<file path="src/sv/hrp_pkg.sv">
// types, constants and character helpers for the http request parser
`default_nettype none

package hrp_pkg;

   localparam int DEF_LENGTH_BITS = 32;
   localparam logic [31:0] MAX_BODY_RESET = 32'(16 * 1024 * 1024);
   localparam logic [3:0] NAME_LEN = 4'd14;

   localparam logic [7:0] CH_SP    = 8'h20;
   localparam logic [7:0] CH_TAB   = 8'h09;
   localparam logic [7:0] CH_CR    = 8'h0d;
   localparam logic [7:0] CH_LF    = 8'h0a;
   localparam logic [7:0] CH_DEL   = 8'd127;
   localparam logic [7:0] CH_CTL_MAX = 8'd31;

   localparam logic [1:0] STATUS_PENDING   = 2'd0;
   localparam logic [1:0] STATUS_COMPLETE  = 2'd1;
   localparam logic [1:0] STATUS_MALFORMED = 2'd2;

   localparam logic [2:0] CLASS_DELIM  = 3'd0;
   localparam logic [2:0] CLASS_METHOD = 3'd1;
   localparam logic [2:0] CLASS_URI    = 3'd2;
   localparam logic [2:0] CLASS_NAME   = 3'd3;
   localparam logic [2:0] CLASS_VALUE  = 3'd4;
   localparam logic [2:0] CLASS_BODY   = 3'd5;

   typedef enum logic [4:0] {
      ST_METHOD_START, ST_METHOD, ST_URI, ST_VH, ST_VT1, ST_VT2, ST_VP, ST_VSLASH,
      ST_MAJ_START, ST_MAJ, ST_MIN_START, ST_MIN, ST_NL1, ST_LINE_START, ST_LWS,
      ST_NAME, ST_SP_VALUE, ST_VALUE, ST_NL2, ST_NL3, ST_BODY
   } parse_state_type;

   typedef enum logic [1:0] {
      LEN_SKIP, LEN_DIGITS, LEN_DONE
   } len_phase_type;

   typedef struct packed {
      logic [7:0] data_byte;
      logic       new_request;
   } req_payload_type;

   typedef struct packed {
      logic [1:0]  parse_status;
      logic [2:0]  byte_class;
      logic [7:0]  out_byte;
      logic        header_start;
      logic [15:0] version_major;
      logic [15:0] version_minor;
      logic [31:0] body_length;
   } rsp_payload_type;

   function automatic logic is_ctl(input logic [7:0] c);
      return (c <= CH_CTL_MAX) || (c == CH_DEL);
   endfunction

   function automatic logic is_dig(input logic [7:0] c);
      return (c >= "0") && (c <= "9");
   endfunction

   function automatic logic is_tsp(input logic [7:0] c);
      logic r;
      r = 1'b0;
      case (c) inside
         "(", ")", "<", ">", "@", ",", ";", ":", "\\", "\"", "/", "[", "]", "?",
         "=", "{", "}", CH_SP, CH_TAB: r = 1'b1;
         default: r = 1'b0;
      endcase
      return r;
   endfunction

   function automatic logic is_token(input logic [7:0] c);
      return !c[7] && !is_ctl(c) && !is_tsp(c);
   endfunction

   function automatic logic [7:0] to_lower(input logic [7:0] c);
      return ((c >= "A") && (c <= "Z")) ? c + 8'd32 : c;
   endfunction

   // acc * 10 + digit, saturating at 16 bits
   function automatic logic [15:0] ver_add(input logic [15:0] acc, input logic [7:0] c);
      logic [19:0] prod;
      prod = ({4'b0, acc} << 3) + ({4'b0, acc} << 1) + {16'b0, c[3:0]};
      return (prod[19:16] != 4'b0) ? 16'hffff : prod[15:0];
   endfunction

   // lowercase "content-length"
   function automatic logic [7:0] cl_char(input logic [3:0] pos);
      logic [7:0] r;
      r = 8'h00;
      unique case (pos)
         4'd0:  r = "c";
         4'd1:  r = "o";
         4'd2:  r = "n";
         4'd3:  r = "t";
         4'd4:  r = "e";
         4'd5:  r = "n";
         4'd6:  r = "t";
         4'd7:  r = "-";
         4'd8:  r = "l";
         4'd9:  r = "e";
         4'd10: r = "n";
         4'd11: r = "g";
         4'd12: r = "t";
         4'd13: r = "h";
         default: r = 8'h00;
      endcase
      return r;
   endfunction

endpackage

`default_nettype wire

</file>
<file path="src/sv/hrp_engine.sv">
// per-request parse state and the combinational byte step
`default_nettype none

module hrp_engine #(
   parameter int LENGTH_BITS = hrp_pkg::DEF_LENGTH_BITS
) (
   input  wire logic                     clock,
   input  wire logic                     reset,
   input  wire logic                     step,
   input  wire hrp_pkg::req_payload_type item,
   input  wire logic [31:0]              max_body_len,
   output hrp_pkg::rsp_payload_type      result
);
   import hrp_pkg::*;

   parse_state_type         state_ff, state_in, cur_state;
   logic [15:0]             major_ff, major_in, cur_major;
   logic [15:0]             minor_ff, minor_in, cur_minor;
   logic [LENGTH_BITS-1:0]  remain_ff, remain_in, cur_remain, remain_dec;
   logic [LENGTH_BITS-1:0]  lacc_ff, lacc_in, cur_lacc;
   logic [3:0]              pos_ff, pos_in, cur_pos;
   logic                    mism_ff, mism_in, cur_mism;
   logic                    seen_ff, seen_in, cur_seen;
   logic                    inlen_ff, inlen_in, cur_inlen;
   len_phase_type           phase_ff, phase_in, cur_phase;
   logic                    neg_ff, neg_in, cur_neg;
   logic                    anyh_ff, anyh_in, cur_anyh;
   logic                    taken_ff, taken_in, cur_taken;
   logic [1:0]              final_ff, final_in, cur_final;

   logic [7:0]              c, lc;
   logic [2:0]              cls;
   logic [7:0]              ob;
   logic                    hs, bad;
   logic [LENGTH_BITS+3:0]  len_prod;
   logic [LENGTH_BITS-1:0]  len_sat;
   logic [LENGTH_BITS-1:0]  upd_lacc;
   len_phase_type           upd_phase;
   logic                    upd_neg;
   logic [LENGTH_BITS+31:0] lacc_ext, max_ext;
   logic [LENGTH_BITS+31:0] body_ext;

   assign c  = item.data_byte;
   assign lc = to_lower(c);

   // current state, cleared when a new request starts with this byte
   always_comb begin
      if (item.new_request) begin
         cur_state  = ST_METHOD_START;
         cur_major  = '0;
         cur_minor  = '0;
         cur_remain = '0;
         cur_lacc   = '0;
         cur_pos    = '0;
         cur_mism   = 1'b0;
         cur_seen   = 1'b0;
         cur_inlen  = 1'b0;
         cur_phase  = LEN_SKIP;
         cur_neg    = 1'b0;
         cur_anyh   = 1'b0;
         cur_taken  = 1'b0;
         cur_final  = STATUS_PENDING;
      end else begin
         cur_state  = state_ff;
         cur_major  = major_ff;
         cur_minor  = minor_ff;
         cur_remain = remain_ff;
         cur_lacc   = lacc_ff;
         cur_pos    = pos_ff;
         cur_mism   = mism_ff;
         cur_seen   = seen_ff;
         cur_inlen  = inlen_ff;
         cur_phase  = phase_ff;
         cur_neg    = neg_ff;
         cur_anyh   = anyh_ff;
         cur_taken  = taken_ff;
         cur_final  = final_ff;
      end
   end

   // content-length value digit step
   assign len_prod = ({4'b0, cur_lacc} << 3) + ({4'b0, cur_lacc} << 1)
                     + {{LENGTH_BITS{1'b0}}, c[3:0]};
   assign len_sat  = (len_prod[LENGTH_BITS+3 -: 4] != 4'b0) ? '1 : len_prod[LENGTH_BITS-1:0];

   always_comb begin
      upd_lacc  = cur_lacc;
      upd_phase = cur_phase;
      upd_neg   = cur_neg;
      if (cur_inlen && (cur_phase == LEN_SKIP || cur_phase == LEN_DIGITS)) begin
         if (cur_phase == LEN_SKIP && c == CH_SP) begin
            upd_phase = LEN_SKIP;
         end else if (cur_phase == LEN_SKIP && (c == "+" || c == "-")) begin
            upd_neg   = (c == "-");
            upd_phase = LEN_DIGITS;
         end else if (is_dig(c)) begin
            upd_lacc  = len_sat;
            upd_phase = LEN_DIGITS;
         end else begin
            upd_phase = LEN_DONE;
         end
      end
   end

   assign lacc_ext   = {32'b0, cur_lacc};
   assign max_ext    = {{LENGTH_BITS{1'b0}}, max_body_len};
   assign remain_dec = (cur_remain != '0) ? cur_remain - 1'b1 : cur_remain;

   always_comb begin
      state_in  = cur_state;
      major_in  = cur_major;
      minor_in  = cur_minor;
      remain_in = cur_remain;
      lacc_in   = cur_lacc;
      pos_in    = cur_pos;
      mism_in   = cur_mism;
      seen_in   = cur_seen;
      inlen_in  = cur_inlen;
      phase_in  = cur_phase;
      neg_in    = cur_neg;
      anyh_in   = cur_anyh;
      taken_in  = cur_taken;
      final_in  = cur_final;
      cls       = CLASS_DELIM;
      ob        = c;
      hs        = 1'b0;
      bad       = 1'b0;
      if (cur_final == STATUS_PENDING) begin
         unique case (cur_state)
            ST_METHOD_START: begin
               if (!is_token(c)) bad = 1'b1;
               else begin
                  state_in = ST_METHOD;
                  cls      = CLASS_METHOD;
               end
            end
            ST_METHOD: begin
               if (c == CH_SP) state_in = ST_URI;
               else if (!is_token(c)) bad = 1'b1;
               else cls = CLASS_METHOD;
            end
            ST_URI: begin
               if (c == CH_SP) state_in = ST_VH;
               else if (is_ctl(c)) bad = 1'b1;
               else cls = CLASS_URI;
            end
            ST_VH: begin
               if (c == "H") state_in = ST_VT1;
               else bad = 1'b1;
            end
            ST_VT1: begin
               if (c == "T") state_in = ST_VT2;
               else bad = 1'b1;
            end
            ST_VT2: begin
               if (c == "T") state_in = ST_VP;
               else bad = 1'b1;
            end
            ST_VP: begin
               if (c == "P") state_in = ST_VSLASH;
               else bad = 1'b1;
            end
            ST_VSLASH: begin
               if (c == "/") begin
                  major_in = '0;
                  minor_in = '0;
                  state_in = ST_MAJ_START;
               end else bad = 1'b1;
            end
            ST_MAJ_START: begin
               if (is_dig(c)) begin
                  major_in = ver_add(cur_major, c);
                  state_in = ST_MAJ;
               end else bad = 1'b1;
            end
            ST_MAJ: begin
               if (c == ".") state_in = ST_MIN_START;
               else if (is_dig(c)) major_in = ver_add(cur_major, c);
               else bad = 1'b1;
            end
            ST_MIN_START: begin
               if (is_dig(c)) begin
                  minor_in = ver_add(cur_minor, c);
                  state_in = ST_MIN;
               end else bad = 1'b1;
            end
            ST_MIN: begin
               if (c == CH_CR) state_in = ST_NL1;
               else if (is_dig(c)) minor_in = ver_add(cur_minor, c);
               else bad = 1'b1;
            end
            ST_NL1: begin
               if (c == CH_LF) state_in = ST_LINE_START;
               else bad = 1'b1;
            end
            ST_LINE_START: begin
               if (c == CH_CR) state_in = ST_NL3;
               else if (cur_anyh && (c == CH_SP || c == CH_TAB)) state_in = ST_LWS;
               else if (!is_token(c)) bad = 1'b1;
               else begin
                  anyh_in  = 1'b1;
                  inlen_in = 1'b0;
                  pos_in   = (lc == cl_char(4'd0)) ? 4'd1 : 4'd0;
                  mism_in  = (lc != cl_char(4'd0));
                  ob       = lc;
                  cls      = CLASS_NAME;
                  hs       = 1'b1;
                  state_in = ST_NAME;
               end
            end
            ST_LWS: begin
               if (c == CH_CR) state_in = ST_NL2;
               else if (c == CH_SP || c == CH_TAB) state_in = ST_LWS;
               else if (is_ctl(c)) bad = 1'b1;
               else begin
                  state_in = ST_VALUE;
                  cls      = CLASS_VALUE;
                  lacc_in  = upd_lacc;
                  phase_in = upd_phase;
                  neg_in   = upd_neg;
               end
            end
            ST_NAME: begin
               if (c == ":") begin
                  if (!cur_mism && cur_pos == NAME_LEN && !cur_seen) begin
                     seen_in  = 1'b1;
                     inlen_in = 1'b1;
                     phase_in = LEN_SKIP;
                     neg_in   = 1'b0;
                     lacc_in  = '0;
                  end
                  state_in = ST_SP_VALUE;
               end else if (!is_token(c)) bad = 1'b1;
               else begin
                  ob  = lc;
                  cls = CLASS_NAME;
                  if (cur_mism || cur_pos >= NAME_LEN) mism_in = 1'b1;
                  else if (lc == cl_char(cur_pos)) pos_in = cur_pos + 4'd1;
                  else mism_in = 1'b1;
               end
            end
            ST_SP_VALUE: begin
               if (c == CH_SP) state_in = ST_VALUE;
               else bad = 1'b1;
            end
            ST_VALUE: begin
               if (c == CH_CR) state_in = ST_NL2;
               else if (is_ctl(c)) bad = 1'b1;
               else begin
                  cls      = CLASS_VALUE;
                  lacc_in  = upd_lacc;
                  phase_in = upd_phase;
                  neg_in   = upd_neg;
               end
            end
            ST_NL2: begin
               if (c == CH_LF) state_in = ST_LINE_START;
               else bad = 1'b1;
            end
            ST_NL3: begin
               if (c != CH_LF) bad = 1'b1;
               else begin
                  inlen_in = 1'b0;
                  if (cur_seen && !cur_neg && cur_lacc != '0) begin
                     if (lacc_ext > max_ext) bad = 1'b1;
                     else begin
                        remain_in = cur_lacc;
                        taken_in  = 1'b1;
                        state_in  = ST_BODY;
                     end
                  end else begin
                     final_in = STATUS_COMPLETE;
                  end
               end
            end
            ST_BODY: begin
               cls       = CLASS_BODY;
               remain_in = remain_dec;
               if (remain_dec == '0) final_in = STATUS_COMPLETE;
            end
            default: bad = 1'b1;
         endcase
         if (bad) begin
            final_in = STATUS_MALFORMED;
            cls      = CLASS_DELIM;
            ob       = c;
            hs       = 1'b0;
         end
      end
   end

   assign body_ext = {32'b0, lacc_in};

   always_comb begin
      result.parse_status  = final_in;
      result.byte_class    = cls;
      result.out_byte      = ob;
      result.header_start  = hs;
      result.version_major = major_in;
      result.version_minor = minor_in;
      result.body_length   = taken_in ? body_ext[31:0] : 32'b0;
   end

   always_ff @(posedge clock) begin
      if (reset) begin
         state_ff  <= ST_METHOD_START;
         major_ff  <= '0;
         minor_ff  <= '0;
         remain_ff <= '0;
         lacc_ff   <= '0;
         pos_ff    <= '0;
         mism_ff   <= 1'b0;
         seen_ff   <= 1'b0;
         inlen_ff  <= 1'b0;
         phase_ff  <= LEN_SKIP;
         neg_ff    <= 1'b0;
         anyh_ff   <= 1'b0;
         taken_ff  <= 1'b0;
         final_ff  <= STATUS_PENDING;
      end else if (step) begin
         state_ff  <= state_in;
         major_ff  <= major_in;
         minor_ff  <= minor_in;
         remain_ff <= remain_in;
         lacc_ff   <= lacc_in;
         pos_ff    <= pos_in;
         mism_ff   <= mism_in;
         seen_ff   <= seen_in;
         inlen_ff  <= inlen_in;
         phase_ff  <= phase_in;
         neg_ff    <= neg_in;
         anyh_ff   <= anyh_in;
         taken_ff  <= taken_in;
         final_ff  <= final_in;
      end
   end

endmodule

`default_nettype wire

</file>
<file path="src/sv/http_request_parser.sv">
// top level of the http request parser: handshake, input and result registers
`default_nettype none

// Checks an HTTP request one byte per transfer and returns one result per
// byte: status (pending, complete, malformed), byte class, the byte with header
// names lowercased, a header start flag, version numbers and the accepted body
// length. A byte is taken every cycle while rsp_ready stays high; its result
// passes first through the input register and then through the result register.
// The whole per-byte state update is one pass of logic between those two
// registers, so throughput is one byte per clock while rsp_ready stays high.
// Set new_request on the first byte of each request; complete and malformed
// stay until then. csr_wr_en/csr_wr_data load max_body_len (reset 16 MiB).
module http_request_parser #(
   parameter int LENGTH_BITS = hrp_pkg::DEF_LENGTH_BITS
) (
   input  wire logic                     clock,
   input  wire logic                     reset,
   input  wire logic                     req_valid,
   output logic                          req_ready,
   input  wire hrp_pkg::req_payload_type req_payload,
   output logic                          rsp_valid,
   input  wire logic                     rsp_ready,
   output hrp_pkg::rsp_payload_type      rsp_payload,
   input  wire logic                     csr_wr_en,
   input  wire logic [31:0]              csr_wr_data
);
   import hrp_pkg::*;

   logic            in_valid_ff, in_valid_in;
   req_payload_type in_data_ff;
   logic            rsp_valid_ff, rsp_valid_in;
   rsp_payload_type rsp_data_ff;
   logic [31:0]     max_body_ff;
   logic            advance, accept;
   rsp_payload_type step_result;

   assign advance   = in_valid_ff && (!rsp_valid_ff || rsp_ready);
   assign req_ready = !in_valid_ff || advance;
   assign accept    = req_valid && req_ready;

   assign in_valid_in  = accept ? 1'b1 : (advance ? 1'b0 : in_valid_ff);
   assign rsp_valid_in = advance ? 1'b1 : (rsp_ready ? 1'b0 : rsp_valid_ff);

   hrp_engine #(
      .LENGTH_BITS (LENGTH_BITS)
   ) u_engine (
      .clock        (clock),
      .reset        (reset),
      .step         (advance),
      .item         (in_data_ff),
      .max_body_len (max_body_ff),
      .result       (step_result)
   );

   always_ff @(posedge clock) begin
      if (reset) begin
         in_valid_ff  <= 1'b0;
         rsp_valid_ff <= 1'b0;
         max_body_ff  <= MAX_BODY_RESET;
      end else begin
         in_valid_ff  <= in_valid_in;
         rsp_valid_ff <= rsp_valid_in;
         if (csr_wr_en) max_body_ff <= csr_wr_data;
      end
   end

   always_ff @(posedge clock) begin
      if (accept) in_data_ff <= req_payload;
      if (advance) rsp_data_ff <= step_result;
   end

   assign rsp_valid   = rsp_valid_ff;
   assign rsp_payload = rsp_data_ff;

   // a held byte is never dropped
   a_hold_input: assert property (@(posedge clock) disable iff (reset)
      in_valid_ff && !advance |=> in_valid_ff)
      else $error("input byte lost while stalled");

   a_malformed_class: assert property (@(posedge clock) disable iff (reset)
      rsp_valid_ff && rsp_data_ff.parse_status == STATUS_MALFORMED |->
      rsp_data_ff.byte_class == CLASS_DELIM && !rsp_data_ff.header_start)
      else $error("malformed result carries a class");

   a_header_class: assert property (@(posedge clock) disable iff (reset)
      rsp_valid_ff && rsp_data_ff.header_start |->
      rsp_data_ff.byte_class == CLASS_NAME)
      else $error("header start outside a header name");

   a_body_ok: assert property (@(posedge clock) disable iff (reset)
      rsp_valid_ff && rsp_data_ff.body_length != 32'b0 |->
      rsp_data_ff.parse_status != STATUS_MALFORMED)
      else $error("body length reported on a malformed request");

endmodule

`default_nettype wire
</file>
<file path="config.mk">
export PLATFORM = sky130hd
export DESIGN_NAME = http_request_parser
export DESIGN_NICKNAME = d
export VERILOG_FILES = /design/src/sv/hrp_pkg.sv /design/src/sv/hrp_engine.sv /design/src/sv/http_request_parser.sv
export SDC_FILE = /design/constraint.sdc
export NUM_CORES = 1
export LEC_CHECK = 0
export ABC_CLOCK_PERIOD_IN_PS = 13100
export BUFFER_PORTS_ARGS = -buffer_cell sky130_fd_sc_hd__buf_2
export CAP_MARGIN = 10
export CORE_ASPECT_RATIO = 0.6
export CORE_UTILIZATION = 44
export DETAILED_ROUTE_END_ITERATION = 12
export GPL_TIMING_DRIVEN = 0
export PLACE_DENSITY = 0.67
export SLEW_MARGIN = 20
export SYNTH_ARGS = -nofsm -noshare
export SYNTH_HDL_FRONTEND = slang
export SYNTH_SLANG_ARGS = --single-unit
</file>
<file path="constraint.sdc">
create_clock -name clock -period 13.1 [get_ports clock]
set_clock_uncertainty 0.05 [all_clocks]
set_input_delay 0 -clock clock [delete_from_list [all_inputs] [get_ports clock]]
set_output_delay 0 -clock clock [all_outputs]
set_load 0.02 [all_outputs]
</file>
After elaboration in Yosys (flattened, before gate mapping) --
Memory sizes are Yosys's and may differ from the RTL's. Cells that the tools add are included.
Word-level totals: latch bits 0, RAM bits 0, bits in read-only memories 112, word-level logic and storage cells 367, memories kept 1, register bits 236, output and inout bits 80, bits of input ports 46
Cells by class: $mul 0, magnitude comparators 7, reductions and logical operators 52, div/mod/pow operators 0, bitwise gates (word level) 2, add/subtract/negate cells 9, equal/unequal tests 54, multiplexer cells 216, shift-type cells 0
Memories:
- (name not given) | words 16, width 7, rd ports 1, clocked after memory_dff 0, wr ports 0, line hrp_pkg.sv:91 | unique case (pos)
Operator list (count):
- 2-to-1 mux 32 bit | 19
- 2-to-1 mux 16 bit | 12
- 2-to-1 mux 5 bit | 27
- equality test 8 x 6 -> 1 bit, second input constant | 15
- 2-to-1 mux 8 bit | 13
- one-hot mux 16 bit (3 select lines) | 2
- one-hot mux 32 bit (3 select lines) | 1
- one-hot mux 5 bit (19 select lines) | 1
- 2-to-1 mux 1 bit | 92
- equality test 8 x 7 -> 1 bit, second input constant | 11
- one-hot mux 32 bit (2 select lines) | 1
- nonzero test 32 bit | 2
- 2-to-1 mux 2 bit | 21
- adder 19 x 17 -> 20 bit | 2
- adder 20 x 4 -> 20 bit | 2
- equality test 5 x 4 -> 1 bit, second input constant | 8
- adder 35 x 33 -> 36 bit | 1
- adder 36 x 4 -> 36 bit | 1
- 2-to-1 mux 4 bit | 9
- greater-than comparator 32 bit | 1
- logical NOT 32 bit | 1
- subtractor 32 x 1 -> 32 bit, second input constant | 1
- 2-to-1 mux 3 bit | 9
- equality test 5 bit, second input constant | 5
- 36 further kinds | 83

Depth between registers and ports, before layout --
word-level depth 19, gate-level depth with buffers 21, depth with buffers taken out 15

By module --
From an unflattened synthesis, not the netlist that was laid out.
Second synthesis, totals: cell total of the unflattened synthesis 2371, area total of the unflattened synthesis 18815.5 um^2
Modules (own cells, without submodules):
- hrp_engine | cells each 2170, sequential area each 2302.2 um^2, times used 1, area each 14948.1 um^2
- http_request_parser | cells each 201, sequential area each 3293.2 um^2, times used 1, area each 3867.5 um^2

Least setup slack after synthesis --
No wires, ideal clock.
kind reg-to-reg, start point register in_data_ff[0] in the netlist's numbering, end point register rsp_data_ff (netlist bit rsp_payload[49]) (data pin), path buffers 8, arrival 5.229 ns, setup time 0.271 ns, data required time 12.779 ns, stages on the path, launching flop included 21, path slack 7.550 ns, cell sequence edfxtp_1 > clkbuf_1 > clkbuf_1 > clkbuf_1 > clkbuf_1 > buf_2 > buf_1 > clkbuf_1 > nor2b_1 > fa_1 > ha_1 > a21o_1 > a21oi_1 > o21ai_0 > a2111oi_0 > o31ai_1 > nor3_1 > o21ai_1 > clkbuf_1 > o31ai_1 > o22ai_1
RTL lines:
- start, declared | line http_request_parser.sv:30 | req_payload_type in_data_ff;
- start signal, assigned | line http_request_parser.sv:68 | if (accept) in_data_ff <= req_payload;
- end signal, assigned | line http_request_parser.sv:69 | if (advance) rsp_data_ff <= step_result;
- end, declared | line http_request_parser.sv:32 | rsp_payload_type rsp_data_ff;

Worst setup path after layout --
start point register in_data_ff[0] in the netlist's numbering, end point register rsp_data_ff (netlist bit rsp_payload[27]) (data pin)
On the way: cells in the longest elaborated chain, start to end 14, elaborated cells on any way between the ends 52, classes of those cells add/sub (2); order compare (1); eq/ne (6); mux (28); reduce/logical (15)
Ends and longest elaborated chain:
- 2-to-1 mux 32 bit | line hrp_engine.sv:48 | if (item.new_request) begin
- adder 35 x 33 -> 36 bit | line hrp_engine.sv:82 | assign len_prod = ({4'b0, cur_lacc} << 3) + ({4'b0, cur_lacc} << 1)
- adder 36 x 4 -> 36 bit | line hrp_engine.sv:83 | + {{LENGTH_BITS{1'b0}}, c[3:0]};
- nonzero test 4 bit | line hrp_engine.sv:84 | assign len_sat = (len_prod[LENGTH_BITS+3 -: 4] != 4'b0) ? '1 : len_prod[LENGTH_BITS-1:0];
- 2-to-1 mux 32 bit | line hrp_engine.sv:84
- 2-to-1 mux 32 bit | line hrp_engine.sv:96 | end else if (is_dig(c)) begin
- 2-to-1 mux 32 bit | line hrp_engine.sv:93 | end else if (cur_phase == LEN_SKIP && (c == "+" || c == "-")) begin
- 2-to-1 mux 32 bit | line hrp_engine.sv:91 | if (cur_phase == LEN_SKIP && c == CH_SP) begin
- 2-to-1 mux 32 bit | line hrp_engine.sv:90 | if (cur_inlen && (cur_phase == LEN_SKIP || cur_phase == LEN_DIGITS)) begin
- 2-to-1 mux 32 bit | line hrp_engine.sv:214, hrp_engine.sv:248
- 2-to-1 mux 32 bit | line hrp_engine.sv:213 | else if (c == CH_SP || c == CH_TAB) state_in = ST_LWS;
- 2-to-1 mux 32 bit | line hrp_engine.sv:212 | if (c == CH_CR) state_in = ST_NL2;
- one-hot mux 32 bit (3 select lines) | line hrp_engine.sv:129 | unique case (cur_state)
- 2-to-1 mux 32 bit | line hrp_engine.sv:128 | if (cur_final == STATUS_PENDING) begin
Parallel ways exist; a longest one is shown, timed or not. A chain may end at the register's enable or synchronous reset.

==> qor.csv <==
metric;value;unit
synth-xor-area-share;3.111;%
final_max_slew_viol_count;0;
synthAdderAreaFrac;11.54;%
hold_violations;0;
yosysSeqAreaShare;29.66;%
clock_latency;0.59;ns
synth_top_area_cell;dfxtp_1;
wl;91180;µm
core_area;42090;µm²
endpoint_kind;flip-flop;
hp-start;req_payload[7];
cts-root-buf;clkbuf_16;
ir_drop;117.7;µV
synth_compound_area_share;26.17;%
grt-ovfl-total;0;
fin_setup_tns;0;ns
n_fill_cell;4078;
grt_usage;40.36;%
critPathKind;reg2reg;
wire_per_inst;28.81;µm
whs;0.08699;ns
gp_congestion;1.032;
synthSimpleGateAreaFrac;22.32;%
postSynth.asyncResetShare;0;%
critPathLaunchType;flip-flop;
r2r-start;in_data_ff[0];
cts_tree;yes;
syn_to_final_growth;14.58;%
row_count;58;
status;finished, final reports clean;
max_cap_viol_count;0;
slew_headroom;12.44;%
synth_mux_area_share;2.235;%
multi_input_area;12360;µm²
leakagePower;0.008784;µW
viasPerCell;6.671;
die_height;162.4;µm
yosys-top-cells-area;dfxtp_1, edfxtp_1, ha_1;
rsz0062_at_grt;no;
crit_start;in_data_ff[0];
clk_pin_slew;0.07;ns
final_nets;2787;
path_max_fanout;10;
die_w;269.3;µm
synth_area;18860;µm²
netlist_instances;2369;
ys_seq_elements;236;
routed-via-count;21110;
yosysUniqueCellTypes;91;
regArea;5595;µm²
synth_top_area_share;15.81;%
hold_class;in2reg;
finalCritPeriodShare;83.85;%
postSynthAreaPerCell;7.963;µm²
setup_slack;2.116;ns
ys.flop_type;dfxtp_1;
layout-drive-gt1-share;8.649;%
grt_pass1_wl;130200;µm
required;13.33;ns
powerDensity;87.23;nW/µm²
clock_sinks;236;
final_core_util;51.35;%
first_pass_iters;7;
fp.dieArea;43730;µm²
post-place-cells;3064;
ios;126;
final_cells;3165;
drt-initial-drc-count;3140;
ant_nets;0;
yosysWarningCount;0;
grt_start_max_net_pins;47;
post_cts_buffers;0;
hpwl;70600;µm
grt_pass1_vias;18990;
antenna_found_initial;2;
drc_errors;0;
crit_arrival;11.21;ns
synth_fp_nets;2586;
io_buffers;123;
finalCriticalPeriod;10.98;ns
finalSetupViolCount;0;
tightest_slew;1.308;ns
initial_utilization;44.82;%
synth_edf_count;87;
synth_top_family_by_area;compound AO/OA/AOI/OAI gates;
cts_buffers;27;
fmax;0.09104;GHz
pre_cts_ws;3.021;ns
htree_levels;1;
clockBufferDepth;3;
-- logic make-up (layout without fill, tap and decap cells) --
| group | count (synthesis) | after routing |
|---|---|---|
| muxes | 42 | 42 |
| adders and majority gates | 171 | 171 |
| xor gates and xnor gates | 67 | 67 |
| other | 0 | 5 |
| and+or+nand+nor | 848 | 848 |
| AOI/OAI and AO/OA | 763 | 763 |
| DFF | 236 | 236 |
| buffers and inverters | 242 | 463 |
-- worst max-delay path, stage by stage (launching register included) --
cell	delay [ns]
edfxtp_1	0.54
clkbuf_1	0.66
clkbuf_1	0.84
clkbuf_1	0.69
clkbuf_1	0.67
buf_2	0.40
buf_1	0.81
clkbuf_1	0.89
nor2b_1	0.37
ha_1	0.42
ha_1	0.27
clkbuf_1	0.38
nand4_1	0.42
or2_2	0.41
o211ai_1	0.56
a41oi_1	0.26
xor2_1	0.40
nand3_1	0.37
clkbuf_1	0.40
o21ai_0	0.57
a21oi_1	0.27
-- placed cells by master, fill, tap and decap left out, types with 12 or more instances in the layout --
cell type | netlist | layout
nor2b_1 | 67 | 66
a21oi_1 | 192 | 191
clkbuf_1 | 125 | 125
edfxtp_1 | 87 | 87
inv_1 | 87 | 87
a31oi_1 | 37 | 37
ha_1 | 166 | 166
o32ai_1 | 12 | 12
nor3_1 | 50 | 50
and3_1 | 19 | 19
nor2_1 | 207 | 207
o211ai_1 | 22 | 22
o22ai_1 | 17 | 17
nand2_1 | 249 | 249
clkbuf_16 | 0 | 28
a211oi_1 | 21 | 21
o21bai_1 | 16 | 16
nand4_1 | 39 | 39
a221oi_1 | 13 | 13
dlygate4sd3_1 | 0 | 47
and2_1 | 18 | 18
xnor2_1 | 41 | 41
xor2_1 | 26 | 26
o21ai_0 | 189 | 189
a311oi_1 | 12 | 12
a21o_1 | 36 | 36
dfxtp_1 | 149 | 149
nand2b_1 | 27 | 27
buf_2 | 11 | 134
a41oi_1 | 12 | 12
o221ai_1 | 19 | 19
o21a_1 | 21 | 21
o31ai_1 | 28 | 26
mux2i_1 | 41 | 41
a22oi_1 | 12 | 12
or3_1 | 15 | 15
nor4_1 | 41 | 39
nand3_1 | 54 | 54
-- timing repair --
| item | CTS | global route |
|---|---|---|
| hold buffers | 47 | 0 |
| hold endpoints to repair | 52 | 0 |
| resized for setup | 0 | 0 |
-- metrics by stage --
step,power (µW),cell area [µm²]
6_report,1885,21610
4_1_cts,1873,21590
2_1_floorplan,974.4,18860
3_3_place_gp,1082,20190
5_1_grt,1932,21600
3_5_place_dp,1086,20250
-- registers in the layout, summed over array words and instances, names as in the netlist, 2 cells and up --
name                cells
max_body_ff            32
u_engine.state_ff       5
u_engine.lacc_ff       32
u_engine.pos_ff         4
u_engine.remain_ff     32
u_engine.final_ff       2
u_engine.major_ff      16
u_engine.phase_ff       2
in_data_ff              9
u_engine.minor_ff      16
rsp_payload            78
-- synth_stat cells (13+ instances only) --
library cell and instances:
nand4_1 39, mux2i_1 41, nor2b_1 67, o21a_1 21
dfxtp_1 149, nand2b_1 27, nand2_1 249, clkbuf_1 125
inv_1 87, a21o_1 36, a31oi_1 37, o221ai_1 19
edfxtp_1 87, o21bai_1 16, nor4_1 41, o31ai_1 28
o211ai_1 22, xnor2_1 41, and3_1 19, a21oi_1 192
buf_1 13, nor2_1 207, a221oi_1 13, o22ai_1 17
or3_1 15, ha_1 166, and2_1 18, xor2_1 26
o21ai_0 189, nor3_1 50, nand3_1 54, a211oi_1 21
-- power breakdown --
group / internal [µW] / switching (µW)
sequential: 787 / 17.6
clock: 415 / 371
combinational: 86.7 / 208
total: 1290 / 597
-- layer usage --
| layer | track usage (%) | vias to the layer above | part of all wire, % |
|---|---|---|---|
| met3 | 18.62 | 134 | 17 |
| met4 | 9.117 | 2 | 2.2 |
| li1 | - | 9249 | - |
| met1 | 62.60 | 10240 | 47 |
| met2 | 47.62 | 1492 | 34 |
| met5 | 2.193 | - | 0.094 |
-- worst paths after layout --
path	slack [ns]	to	cells past startpoint
setup reg to reg	2.12	rsp_payload[27]	20
hold / removal	0.09	in_data_ff[7]	2
hold reg to reg	0.42	u_engine.major_ff[13]	2
setup / recovery	2.12	rsp_payload[27]	20
-- layout make-up --
class | count | area share (%)
diodes | 5 | 0.05789
plain buffers | 151 | 2.790
clock buffers | 30 | 3.276
clock inverters | 19 | 0.7352
inverters | 91 | 1.580
multi-input cells | 1891 | 57.19
flip-flops and latches | 236 | 25.89
well taps | 570 | 3.300
repair buffers | 172 | 5.187
Note: power is estimated with default switching activity, not from simulation.
